**src/rtl/bfrr_pkg.sv**
```systemverilog
// shared types and constants for the broadcast fifo with all-read release
package bfrr_pkg;

    localparam int DEPTH          = 16;
    localparam int CONSUMERS      = 2;
    localparam int PTR_W          = (DEPTH > 1) ? $clog2(DEPTH) : 1;
    localparam int CNT_W          = $clog2(DEPTH + 1);
    localparam int ID_W           = 1;
    localparam int DATA_W         = 8;
    localparam int MF_W           = 5;
    localparam int STATUS_W       = 3;
    localparam int CMP_W          = (CNT_W > MF_W) ? CNT_W : MF_W;
    localparam logic [MF_W-1:0] MIN_FILL_RESET = MF_W'(3);

    typedef enum logic [0:0] {
        FUNC_PUSH = 1'b0,
        FUNC_POP  = 1'b1
    } t_func;

    typedef enum logic [STATUS_W-1:0] {
        ST_PUSHED = 3'd0,
        ST_READ   = 3'd1,
        ST_FULL   = 3'd2,
        ST_FEW    = 3'd3,
        ST_SEEN   = 3'd4
    } t_status;

    typedef struct packed {
        t_func             func;
        logic [DATA_W-1:0] push_data;
        logic [ID_W-1:0]   consumer_id;
    } t_op;

    typedef struct packed {
        t_status           status;
        logic [DATA_W-1:0] read_data;
        logic              removed;
        logic [CNT_W-1:0]  fill_count;
    } t_result;

endpackage

```
**src/rtl/bfrr_ctrl.sv**
```systemverilog
// ring storage, pointers, read mask and the per-item decision logic
module bfrr_ctrl (
    input  logic                      i_clk,
    input  logic                      i_rst_n,
    input  logic                      i_fire,
    input  bfrr_pkg::t_op             i_op,
    input  logic [bfrr_pkg::MF_W-1:0] i_min_fill,
    output bfrr_pkg::t_result         o_result
);
    import bfrr_pkg::*;

    logic [DATA_W-1:0]    r_store [DEPTH];
    logic [PTR_W-1:0]     r_head, n_head;
    logic [PTR_W-1:0]     r_tail, n_tail;
    logic [CNT_W-1:0]     r_count, n_count;
    logic [CONSUMERS-1:0] r_mask, n_mask;
    logic                 wr_en;
    logic                 id_ok;

    always_comb begin
        n_head   = r_head;
        n_tail   = r_tail;
        n_count  = r_count;
        n_mask   = r_mask;
        wr_en    = 1'b0;
        id_ok    = int'(i_op.consumer_id) < CONSUMERS;
        o_result = '{status: ST_FEW, read_data: '0, removed: 1'b0, fill_count: '0};
        case (i_op.func)
            FUNC_PUSH: begin
                if (r_count >= CNT_W'(DEPTH)) begin
                    o_result.status = ST_FULL;
                end else begin
                    wr_en   = 1'b1;
                    n_tail  = (r_tail == PTR_W'(DEPTH - 1)) ? '0 : r_tail + 1'b1;
                    n_count = r_count + 1'b1;
                    o_result.status = ST_PUSHED;
                end
            end
            FUNC_POP: begin
                if (r_count == '0 || CMP_W'(r_count) < CMP_W'(i_min_fill)) begin
                    o_result.status = ST_FEW;
                end else if (!id_ok || r_mask[i_op.consumer_id]) begin
                    o_result.status = ST_SEEN;
                end else begin
                    n_mask[i_op.consumer_id] = 1'b1;
                    o_result.status    = ST_READ;
                    o_result.read_data = r_store[r_head];
                    // last consumer marked: release head and clear mask
                    if (&n_mask) begin
                        n_head  = (r_head == PTR_W'(DEPTH - 1)) ? '0 : r_head + 1'b1;
                        n_count = r_count - 1'b1;
                        n_mask  = '0;
                        o_result.removed = 1'b1;
                    end
                end
            end
            default: begin
                o_result.status = ST_FEW;
            end
        endcase
        o_result.fill_count = n_count;
    end

    always_ff @(posedge i_clk) begin
        if (!i_rst_n) begin
            r_head  <= '0;
            r_tail  <= '0;
            r_count <= '0;
            r_mask  <= '0;
        end else if (i_fire) begin
            r_head  <= n_head;
            r_tail  <= n_tail;
            r_count <= n_count;
            r_mask  <= n_mask;
        end
    end

    always_ff @(posedge i_clk) begin
        if (i_fire && wr_en) begin
            r_store[r_tail] <= i_op.push_data;
        end
    end

endmodule

```
**src/rtl/broadcast_fifo_all_read_release_unit.sv**
```systemverilog
// top level of the multi-reader broadcast byte fifo
//
// usage:
//   input channel (i_valid / o_ready) carries one operation per item:
//   i_func selects push (store i_push_data at the tail) or pop (consumer
//   i_consumer_id reads the head). output channel (o_valid / i_ready)
//   returns exactly one result item per input item: status, read byte,
//   head-released flag and the fill count after the operation.
//   config channel (i_cfg_valid / o_cfg_ready) writes min_fill; it is
//   always ready and must only be written while the block is idle.
// timing:
//   an item goes into an input register, is decided by one pass of
//   combinational logic against the fifo state and lands in the result
//   register; one item per cycle is sustained while the receiver keeps
//   taking results.
// reset: synchronous active low; fifo empty, read mask clear, min_fill 3;
//   byte storage keeps no reset and is only read where written.
// stall: when the receiver holds i_ready low, the result register holds,
//   one more item may wait in the input register, then o_ready drops.
module broadcast_fifo_all_read_release_unit (
    input  logic                          i_clk,
    input  logic                          i_rst_n,
    // input channel
    input  logic                          i_valid,
    output logic                          o_ready,
    input  logic                          i_func,
    input  logic [bfrr_pkg::DATA_W-1:0]   i_push_data,
    input  logic [bfrr_pkg::ID_W-1:0]     i_consumer_id,
    // result channel
    output logic                          o_valid,
    input  logic                          i_ready,
    output logic [bfrr_pkg::STATUS_W-1:0] o_status,
    output logic [bfrr_pkg::DATA_W-1:0]   o_read_data,
    output logic                          o_removed,
    output logic [bfrr_pkg::CNT_W-1:0]    o_fill_count,
    // configuration channel
    input  logic                          i_cfg_valid,
    output logic                          o_cfg_ready,
    input  logic [bfrr_pkg::MF_W-1:0]     i_cfg_min_fill
);
    import bfrr_pkg::*;

    // input register stage
    logic      r_in_valid;
    t_op       r_in_op;
    // result register stage
    logic      r_out_valid;
    t_result   r_out;
    // min_fill register
    logic [MF_W-1:0] r_min_fill;

    t_result   core_result;
    logic      fire;

    // the decision fires when the result slot is free or being emptied
    assign fire        = r_in_valid && (!r_out_valid || i_ready);
    assign o_ready     = !r_in_valid || fire;
    assign o_cfg_ready = 1'b1;

    always_ff @(posedge i_clk) begin
        if (!i_rst_n) begin
            r_in_valid <= 1'b0;
        end else if (o_ready) begin
            r_in_valid <= i_valid;
        end
    end

    always_ff @(posedge i_clk) begin
        if (o_ready && i_valid) begin
            r_in_op <= '{func: t_func'(i_func), push_data: i_push_data,
                         consumer_id: i_consumer_id};
        end
    end

    always_ff @(posedge i_clk) begin
        if (!i_rst_n) begin
            r_out_valid <= 1'b0;
        end else if (fire) begin
            r_out_valid <= 1'b1;
        end else if (i_ready) begin
            r_out_valid <= 1'b0;
        end
    end

    always_ff @(posedge i_clk) begin
        if (fire) begin
            r_out <= core_result;
        end
    end

    always_ff @(posedge i_clk) begin
        if (!i_rst_n) begin
            r_min_fill <= MIN_FILL_RESET;
        end else if (i_cfg_valid) begin
            r_min_fill <= i_cfg_min_fill;
        end
    end

    bfrr_ctrl u_ctrl (
        .i_clk      (i_clk),
        .i_rst_n    (i_rst_n),
        .i_fire     (fire),
        .i_op       (r_in_op),
        .i_min_fill (r_min_fill),
        .o_result   (core_result)
    );

    assign o_valid      = r_out_valid;
    assign o_status     = r_out.status;
    assign o_read_data  = r_out.read_data;
    assign o_removed    = r_out.removed;
    assign o_fill_count = r_out.fill_count;

    // a head release only comes with a successful read
    a_removed_on_read: assert property (@(posedge i_clk) disable iff (!i_rst_n)
        (o_valid && o_removed) |-> (r_out.status == ST_READ))
        else $error("head released on a non-read result");

    // read byte is zero for every status other than read
    a_data_zero: assert property (@(posedge i_clk) disable iff (!i_rst_n)
        (o_valid && r_out.status != ST_READ) |-> (o_read_data == '0))
        else $error("read data nonzero on non-read result");

    // fill count never passes the ring depth
    a_fill_bound: assert property (@(posedge i_clk) disable iff (!i_rst_n)
        o_valid |-> (o_fill_count <= CNT_W'(DEPTH)))
        else $error("fill count above depth");

    // a result slot taken while no new decision arrives empties next cycle
    a_out_drain: assert property (@(posedge i_clk) disable iff (!i_rst_n)
        (o_valid && i_ready && !fire) |=> !o_valid)
        else $error("result register did not drain");

endmodule

```
**config.mk**
```make
export PLATFORM = sky130hd
export DESIGN_NAME = broadcast_fifo_all_read_release_unit
export DESIGN_NICKNAME = d
export VERILOG_FILES = /design/src/rtl/bfrr_pkg.sv /design/src/rtl/bfrr_ctrl.sv /design/src/rtl/broadcast_fifo_all_read_release_unit.sv
export SDC_FILE = /design/constraint.sdc
export NUM_CORES = 1
export LEC_CHECK = 0
export BUFFER_PORTS_ARGS = -buffer_cell sky130_fd_sc_hd__clkbuf_2
export CAP_MARGIN = 20
export CORE_UTILIZATION = 30
export CTS_BUF_LIST = sky130_fd_sc_hd__clkbuf_4 sky130_fd_sc_hd__clkbuf_8
export DETAILED_ROUTE_END_ITERATION = 8
export GPL_TIMING_DRIVEN = 1
export PLACE_DENSITY = 0.41
export SKIP_LAST_GASP = 1
export SLEW_MARGIN = 20
export SYNTH_ARGS = -nofsm -noshare
export SYNTH_HDL_FRONTEND = slang
export SYNTH_SLANG_ARGS = --single-unit
```
**constraint.sdc**
```tcl
create_clock -name i_clk -period 5.25 [get_ports i_clk]
set_input_delay 0.7875 -clock i_clk [delete_from_list [all_inputs] [get_ports i_clk]]
set_output_delay 0.7875 -clock i_clk [all_outputs]
set_load 0.005 [all_outputs]
```
### Word level (Yosys, flattened, before mapping)

Memory sizes are Yosys's and may differ from the RTL's. A register that Yosys moved wholly into a read port is not among the register bits.
Index checks and enable logic that the tools add are counted.

| word-level totals | value |
|---|---|
| bits in read-only memories | 0 |
| RAM bits | 128 |
| word-level logic and storage cells | 68 |
| bits of input ports | 20 |
| register bits | 41 |
| output and inout port bits | 20 |
| memories kept | 1 |
| latch bits | 0 |

Memories:

| memory | depth | bits a word | rd ports | clocked after Yosys merged registers in | wr ports | RTL line | RTL |
|---|---|---|---|---|---|---|---|
| u_ctrl.r_store | 16 | 8 | 1 | 1 | 1 | bfrr_ctrl.sv:12 | `logic [DATA_W-1:0] r_store [DEPTH];` |

| cells by class | value |
|---|---|
| equality and inequality tests | 2 |
| multipliers | 0 |
| bitwise gates (word level) | 5 |
| $add $sub $neg | 4 |
| divide/modulo/power cells | 0 |
| reductions and logical operators | 16 |
| muxes and demuxes | 23 |
| shifts and indexed selects | 0 |
| $lt $le $gt $ge | 4 |

Operator list:

| operator | count |
|---|---|
| $mux W5 | 4 |
| $mux W1 | 10 |
| $pmux W5 S2 | 1 |
| $add A4 B1 Y4 const B | 2 |
| $eq A4 B4 Y1 const B | 2 |
| $mux W4 | 2 |
| $mux W3 | 2 |
| $pmux W3 S2 | 1 |
| $reduce_and A6 Y1 | 1 |
| $add A5 B1 Y5 const B | 1 |
| $ge A5 B5 Y1 const B | 1 |
| $logic_not A5 Y1 | 1 |
| $lt A5 B5 Y1 | 1 |
| $sub A5 B1 Y5 const B | 1 |
| $logic_and A1 B1 Y1 | 4 |
| $mux W2 | 2 |
| $not A1 Y1 | 4 |
| $reduce_and A4 Y1 | 1 |
| $logic_or A1 B1 Y1 | 3 |
| $reduce_and A3 Y1 | 1 |
| $reduce_or A3 Y1 | 1 |
| $logic_not A1 Y1 | 2 |
| $lt A1 B2 Y1 const B | 1 |
| $or A2 B2 Y2 | 1 |
| other kinds (4) | 4 |

### Longest topological paths before layout

Gate-level depths: netlist of the first run.

| depth | value |
|---|---|
| depth in word-level cells | 10 |
| gate-level depth with buffers | 8 |
| mapped depth without buffers | 8 |

### By module

Synthesis of the first run repeated with hierarchy kept, for this count alone.

| unflattened totals | value |
|---|---|
| cell total of the unflattened synthesis | 416 |
| area, all modules | 7,318.3 µm² |

By module, submodules not included:

| module | cells an instance | area an instance (µm²) | seq. area each (µm²) | instances |
|---|---|---|---|---|
| bfrr_ctrl | 362 | 6,204.7 | 4,224.1 | 1 |
| broadcast_fifo_all_read_release_unit | 54 | 1,113.6 | 950.9 | 1 |

### Worst setup path after synthesis of the first run

No wires, ideal clock.

| timing path | value |
|---|---|
| path kind | in2reg |
| start point | input port i_ready |
| end point | memory u_ctrl.r_store[3][0], enable pin |
| library setup time | 0.383 ns |
| buffers on the path | 0 |
| arrival time | 1.959 ns |
| path slack | 2.907 ns |
| stages | 4 |
| cells stage by stage | nor2b_1 > nor3_4 > nand2_1 > nor3_1 |

| on the way | value |
|---|---|
| word-level cells in the longest chain between the ends | 5 |

Ends and longest elaborated chain:

| item | RTL line | RTL |
|---|---|---|
| start: declaration | broadcast_fifo_all_read_release_unit.sv:31 | `input logic i_ready,` |
| $logic_or A1 B1 Y1 | broadcast_fifo_all_read_release_unit.sv:56 | `assign fire = r_in_valid && (!r_out_valid \|\| i_ready);` |
| $logic_and A1 B1 Y1 | broadcast_fifo_all_read_release_unit.sv:56 |  |
| $logic_and A1 B1 Y1 | bfrr_ctrl.sv:79 | `if (i_fire && wr_en) begin` |
| $mux W1 | bfrr_ctrl.sv:79 |  |
| $mux W1 (not written as such) | bfrr_ctrl.sv:80 | `r_store[r_tail] <= i_op.push_data;` |
| end: declaration | bfrr_ctrl.sv:12 |  |

Every way passes these cells.

### Final worst setup path of the first run

| timing path | value |
|---|---|
| start point | register r_in_op[9] (netlist bit) |
| end point | memory u_ctrl.r_store[7][6], enable pin |

| on the way | value |
|---|---|
| word-level cells in the longest chain between the ends | 4 |

Ends and longest elaborated chain:

| item | RTL line | RTL |
|---|---|---|
| start: declaration | broadcast_fifo_all_read_release_unit.sv:45 | `t_op r_in_op;` |
| start signal: assignment | broadcast_fifo_all_read_release_unit.sv:70 | `r_in_op <= '{func: t_func'(i_func), push_data: i_push_data,` |
| $mux W1 | bfrr_ctrl.sv:28 | `case (i_op.func)` |
| $logic_and A1 B1 Y1 | bfrr_ctrl.sv:79 |  |
| $mux W1 | bfrr_ctrl.sv:79 |  |
| $mux W1 (not written as such) | bfrr_ctrl.sv:80 |  |

Every way passes these cells.

==> results of run 1 <==
==> power groups by stage <==
stage	clock network [mW]	logic [mW]	registers, mW
floorplan	0	0.0450	1.59
global placement	0	0.0719	1.61
detailed placement	0	0.0728	1.61
CTS	0.998	0.0733	1.58
global route	1.05	0.0801	1.58
finish	0.964	0.0723	1.57
==> worst min-delay path by stage <==
| stage | endpoint | cells after the start | startpoint |
|---|---|---|---|
| after floorplan | r_min_fill[0] | 2 | r_min_fill[0] |
| after detailed placement | r_min_fill[0] | 2 | r_min_fill[0] |
| after global placement | r_min_fill[0] | 2 | r_min_fill[0] |
| after global routing | r_in_op[5] | 1 | i_push_data[4] |
| final | r_min_fill[0] | 2 | r_min_fill[0] |
| after CTS | r_in_op[4] | 1 | i_push_data[3] |
==> per-stage QoR <==
stage               power, mW  setup WS, ns  instance area, um2  hold slack, ns  instances
detailed placement       1.68          2.32                7680           0.473        759
CTS                      2.65          2.42                8090           0.472        791
finish                   2.61          2.62                8110           0.497        791
global route             2.71          2.40                8110           0.453        791
floorplan                1.64          2.91                7170           0.431        421
global placement         1.68          2.29                7680           0.468        759
==> layout make-up <==
class / count / share of cell area (%)
Sequential cell: 177 / 62.9
Clock buffer: 18 / 2.98
Timing Repair Buffer: 39 / 2.44
Multi-Input combinational cell: 209 / 24.0
Tap cell: 319 / 4.92
Inverter: 15 / 0.695
Clock inverter: 14 / 2.04
==> layout by cell type, fill, tap and decap left out, drive strengths merged, types with 2 or more instances in the layout <==
master	n
a211oi	17
a21oi	15
a31oi	3
bufinv	3
clkbuf	56
clkinv	11
dfxtp	22
edfxtp	155
ha	11
inv	15
mux2i	19
mux4	32
nand2	17
nand2b	3
nand3	3
nand4	4
nor2	27
nor2b	10
nor3	8
nor3b	2
o211ai	2
o21a	2
o21ai	5
o22a	3
o22ai	2
or3	4
xnor2	3
==> logic make-up (layout without fill, tap and decap cells) <==
group                    Yosys count  after routing  synth area share (%)
AO/OA/AOI/OAI                     58             58                  5.62
XOR/XNOR                           4              4                 0.488
adder cells (fa/ha/maj)           11             11                  1.92
buffers and inverters             35             86                  2.13
flip-flops                       177            177                  71.0
multiplexers                      51             51                  12.7
other                              1              1                0.0523
AND/OR/NAND/NOR                   84             84                  6.09
==> state kept, by name (all words and copies together), names as in the netlist <==
register / flops
u_ctrl.r_store: 128
r_in_op: 10
o_read_data: 8
o_fill_count: 5
r_min_fill: 5
u_ctrl.r_count: 5
u_ctrl.r_head: 4
u_ctrl.r_tail: 4
o_status: 3
u_ctrl.r_mask: 2
o_removed: 1
o_valid: 1
r_in_valid: 1
==> critical path, stage by stage, from the launching register on <==
cell and delay [ns]:
sky130_fd_sc_hd__edfxtp_1 0.55, sky130_fd_sc_hd__or2_2 0.38, sky130_fd_sc_hd__nor3_4 0.35, sky130_fd_sc_hd__nand2_1 0.27
sky130_fd_sc_hd__nor2_1 0.70
==> metal layers <==
metal  vias up  GRT usage [%]
li1       1731              -
met1      1882           20.3
met2        82           20.6
met3         6           3.21
met4         0           3.78
met5         -              0
==> run summary, run 1 <==
netlist area before placement - 7170 um2
gate count of the mapped netlist - 421
total clock buffers created by CTS - 17
number of different library cells in the post-synthesis netlist - 53
actual transition at the worst max-transition pin - 0.961 ns
min-delay worst type - reg -> reg
combinational fraction of design power - 2.8%
sequential element share of the synthesized area - 71.0%
CTS H-tree lvls - 4
number of instances resized during post-cts repair - 0
diode insertion count for antenna repair - 0
unrepaired setup endpoints after global routing - no
leading post-synthesis cells by instance count - 155 x sky130_fd_sc_hd__edfxtp_1, 32 x sky130_fd_sc_hd__mux4_2, 27 x sky130_fd_sc_hd__nor2_1
placement row count - 56
run status - finished clean
boundary pin count - 40
dominant cells by area after synthesis - sky130_fd_sc_hd__edfxtp_1 65%, sky130_fd_sc_hd__mux4_2 10%, sky130_fd_sc_hd__dfxtp_1 6.1%, sky130_fd_sc_hd__mux2i_1 2.7%, sky130_fd_sc_hd__ha_1 1.9%
largest net degree at the start of global routing - 36
worst reg2reg path endpoint - u_ctrl.r_store[7][6]
final-layout fill cell count - 2231
fraction of power spent switching nets - 21.4%
number of pins exceeding their max-slew limit in the final report - 0
area share of the largest cell type after synthesis - 64.9%
cell internal pwr - 2.05 mW
dominant cell by count in the synthesized netlist - sky130_fd_sc_hd__edfxtp_1
layout cells sized above 1 - 25.0%
sum of net half-perimeters after detailed placement - 10400 um
number of enable flip-flop cells after synthesis - 155
post-layout net count - 490
Setup Skew - 0.0112 ns
width of the chip - 157 um
peak supply drop - 0.131 mV
worst reg2reg setup slack - 2.62 ns
total count of hold-check failures in the final report - 0
Final setup violation count - 0
Yosys top cell by area - sky130_fd_sc_hd__edfxtp_1
GR Util All Layers - 13.9%
uppermost metal layer occupied by signal nets - met4
maximum operating frequency - 0.380 GHz
post-synthesis register bit count - 177
leakage power of the design - 2.60 nW
YS warnings - 0
antenna violations before repair - 0
total congestion overflow - 0
sort of element at the start of the critical path - flip-flop
Post-CTS Hold Buffers - 0
floorplan core area - 23500 um2
vias after detailed routing - 3701
vias in the first global route - 3844
data required time of the worst path - 5.32 ns
number of cells on the worst reg-to-reg path - 4
multi-input combinational cell area - 1950 um2
net switching power - 0.559 mW
worst setup path end - u_ctrl.r_store[7][6]
DRC errors left - 0
register area - 5100 um2
CTS tree - done
startpoint of the worst-slack reg-to-reg timing path - r_in_op[9]
sequential share of power - 60.3%
CTS Buffer Depth - 2
CP Class - reg -> reg
total iterations of the first detailed-routing run - 4
metal3 WL - 611 um
share of synthesized registers carrying an async set or reset - 0%
iteration-0 DRC count of the detailed router - 146
starting density of the core - 30.6%
DR WL/cell - 19.9 um
min cycle time layout - 2.63 ns
power density cells - 322 nW/um2
clock slew seen by the registers of the worst setup and hold paths - 0.09 ns
endpoint kind of the worst setup timing path - flip-flop
DIE HEIGHT - 157 um
Data arrival, critical path - 2.71 ns
final weighted congestion of routability-driven global placement - 0.755
Clock Tree Root - sky130_fd_sc_hd__clkbuf_8
net count of the mapped netlist - 452
wire length of the first global-routing pass - 24300 um
post-synthesis average cell area - 17.0 um2
max_slew headroom - 35.9%
Antenna Nets Post-Route - 0
share of total power in the clock network - 36.9%
Area growth, synth to finish - 13.0%
crit share post-route - 50.2%
maxcap violations - 0
number of port buffers - 38
DRT Wirelength - 15700 um
Sinks on Clock Net - 177
setup bufs post-CTS - 0
Die Outline Area - 24500 um2
M1 wire length - 7990 um
Total Neg Setup Slack - 0 ns
Critical Path Source - r_in_op[9]
dominant register cell in the synthesized netlist - sky130_fd_sc_hd__edfxtp_1
worst-skew pair later-pin latency - 0.45 ns
Vias/cell - 4.68
core occupancy in the finished layout - 34.5%
highest fanout seen on the critical path - 11
routed wire length on met2 - 7030 um
Power figures use the tool's default switching activity.
==> run 2: changes to the inputs <==
--- a/config.mk
+++ b/config.mk
@@ -11,7 +11,7 @@
 export CTS_BUF_LIST = sky130_fd_sc_hd__clkbuf_4 sky130_fd_sc_hd__clkbuf_8
 export DETAILED_ROUTE_END_ITERATION = 8
 export GPL_TIMING_DRIVEN = 1
-export PLACE_DENSITY = 0.41
+export PLACE_DENSITY = 0.43
 export SKIP_LAST_GASP = 1
 export SLEW_MARGIN = 20
 export SYNTH_ARGS = -nofsm -noshare
==> constraint.sdc (replaced) <==
create_clock -name i_clk -period 2.4 [get_ports i_clk]
set_input_delay 0.36 -clock i_clk [delete_from_list [all_inputs] [get_ports i_clk]]
set_output_delay 0.36 -clock i_clk [all_outputs]
set_load 0.005 [all_outputs]
==> run summary, run 2 (synthesis gave the netlist of run 1 again) <==
Vias/cell - 4.67
final-layout fill cell count - 2222
cell internal pwr - 4.41 mW
highest fanout seen on the critical path - 9
total clock buffers created by CTS - 17
DIE HEIGHT - 157 um
total count of hold-check failures in the final report - 0
DRC errors left - 0
post-layout net count - 520
sum of net half-perimeters after detailed placement - 10400 um
leakage power of the design - 2.73 nW
grt met1 use - 19.2%
worst path buffer plus inverter count - 1
final weighted congestion of routability-driven global placement - 0.764
combinational fraction of design power - 3.0%
Final setup violation count - 0
run status - finished clean
width of the chip - 157 um
endpoint kind of the worst setup timing path - flip-flop
floorplan core area - 23500 um2
vias after detailed routing - 3833
maxcap violations - 0
layout cells sized above 1 - 28.7%
min-delay worst type - in -> reg
iteration-0 DRC count of the detailed router - 313
worst-skew pair later-pin latency - 0.46 ns
CP Class - reg -> reg
peak supply drop - 0.289 mV
register name with the most flops - u_ctrl.r_store
Die Outline Area - 24500 um2
CTS Buffer Depth - 2
number of cells on the worst reg-to-reg path - 7
total iterations of the first detailed-routing run - 4
Worst path slowest cell - sky130_fd_sc_hd__or3_1
sum of internal, switching and leakage power - 5.70 mW
fraction of power spent switching nets - 22.7%
wire length of the first global-routing pass - 23800 um
most common cell after layout, fill and taps aside - sky130_fd_sc_hd__edfxtp_1
antenna violations before repair - 0
worst reg2reg setup slack - 0.14 ns
power density cells - 684 nW/um2
cells along the critical path - inv_1 > ha_1 > or3b_4 > o22ai_2 > or3_1 > a311o_2 > a21oi_1
vias in the first global route - 3916
leading cell types in the layout, fill and taps excluded - 155 x sky130_fd_sc_hd__edfxtp_1, 38 x sky130_fd_sc_hd__clkbuf_2, 32 x sky130_fd_sc_hd__mux4_2, 29 x sky130_fd_sc_hd__buf_4, 26 x sky130_fd_sc_hd__nor2_1
largest net degree at the start of global routing - 36
worst reg2reg path endpoint - u_ctrl.r_head[0]
Sinks on Clock Net - 177
net switching power - 1.29 mW
min cycle time layout - 2.26 ns
total congestion overflow - 0
unrepaired setup endpoints after global routing - no
sort of element at the start of the critical path - flip-flop
diode insertion count for antenna repair - 0
CTS H-tree lvls - 4
actual transition at the worst max-transition pin - 0.743 ns
flip-flop count of the largest register after layout - 128
maximum operating frequency - 0.442 GHz
boundary pin count - 40
GR Util All Layers - 13.7%
DRT Wirelength - 15700 um
Area growth, synth to finish - 16.1%
setup bufs post-CTS - 0
CTS tree - done
startpoint of the worst-slack reg-to-reg timing path - u_ctrl.r_count[1]
hold-critical path endpoint - r_in_op[1]
number of port buffers - 38
sequential share of power - 60.3%
number of pins exceeding their max-slew limit in the final report - 0
max_slew headroom - 50.4%
Data arrival, critical path - 2.63 ns
cell family with most CP delay - simple AND/OR/NAND/NOR gates
data required time of the worst path - 2.77 ns
met3 routing resource usage after global routing - 2.91%
GR Util met2 - 21.1%
Post-CTS Hold Buffers - 0
Top Usage Layer GRT - met2
Antenna Nets Post-Route - 0
share of total power in the clock network - 36.7%
Clock Tree Root - sky130_fd_sc_hd__clkbuf_8
DR WL/cell - 19.1 um
number of instances on the worst hold path - 1
worst min-delay path startpoint - i_push_data[0]
critical path's largest stage delay - 0.55 ns
placement row count - 56
Setup Skew - 0.0165 ns
crit share post-route - 94.4%
Total Neg Setup Slack - 0 ns
clock slew seen by the registers of the worst setup and hold paths - 0.09 ns
starting density of the core - 30.6%
run 2: layout make-up:
cell class	count	area (um2)	area share, %
Clock buffer	17	234	2.81
Clock inverter	15	169	2.03
Inverter	15	56.3	0.676
Multi-Input combinational cell	209	1930	23.2
Sequential cell	177	5100	61.2
Tap cell	319	399	4.79
Timing Repair Buffer	69	448	5.38
run 2: what timing repair did:
item                       4_1_cts  5_1_grt
gates resized for setup          0        1
hold endpoints to repair         0        0
setup endpoints to repair        0        8
run 2: how the worst max path moves through the flow:
| stage | from | depth (start not counted) | end | slack (ns) |
|---|---|---|---|---|
| floorplan | u_ctrl.r_count[4] | 4 | u_ctrl.r_store[3][0] | 0.28 |
| global placement | u_ctrl.r_count[4] | 7 | o_fill_count[2] | 0.17 |
| detailed placement | u_ctrl.r_count[1] | 7 | o_read_data[3] | 0.05 |
| CTS | u_ctrl.r_count[1] | 7 | o_read_data[3] | 0.03 |
| global route | u_ctrl.r_count[4] | 7 | o_fill_count[2] | 0.03 |
| finish | u_ctrl.r_count[1] | 7 | u_ctrl.r_head[0] | 0.14 |
run 2: metal layers:
metal	part of all wire [%]	wire, um	vias to the layer above
li1	-	-	1798
met1	49	7730	1947
met2	46	7200	70
met3	3.8	594	18
met4	1.2	193	0
met5	0	0	-
run 2: per-stage QoR:
stage | instance area (um2) | hold slack [ns] | setup WS, ns | util (%) | std cells
detailed placement | 7930 | 0.484 | 0.0487 | 33.8 | 789
global route | 8330 | 0.0302 | 0.0343 | 35.5 | 821
floorplan | 7170 | 0.422 | 0.282 | - | 421
global placement | 7930 | 0.483 | 0.172 | 33.8 | 789
finish | 8330 | 0.0719 | 0.135 | 35.5 | 821
CTS | 8330 | 0.0349 | 0.0338 | 35.5 | 821
run 2: worst reg2reg max path: stages, from the launching register on:
cell and delay [ns]:
sky130_fd_sc_hd__dfxtp_1 0.44, sky130_fd_sc_hd__inv_1 0.07, sky130_fd_sc_hd__ha_1 0.21, sky130_fd_sc_hd__or3b_4 0.26, sky130_fd_sc_hd__o22ai_2 0.10, sky130_fd_sc_hd__or3_1 0.55, sky130_fd_sc_hd__a311o_2 0.41, sky130_fd_sc_hd__a21oi_1 0.14
run 2: power groups by stage:
stage	sequential (mW)	clock, mW	combinational (mW)
after floorplan	3.48	0	0.0984
after global placement	3.51	0	0.172
after detailed placement	3.51	0	0.172
after CTS	3.44	2.18	0.173
after global routing	3.45	2.27	0.191
final	3.44	2.09	0.170
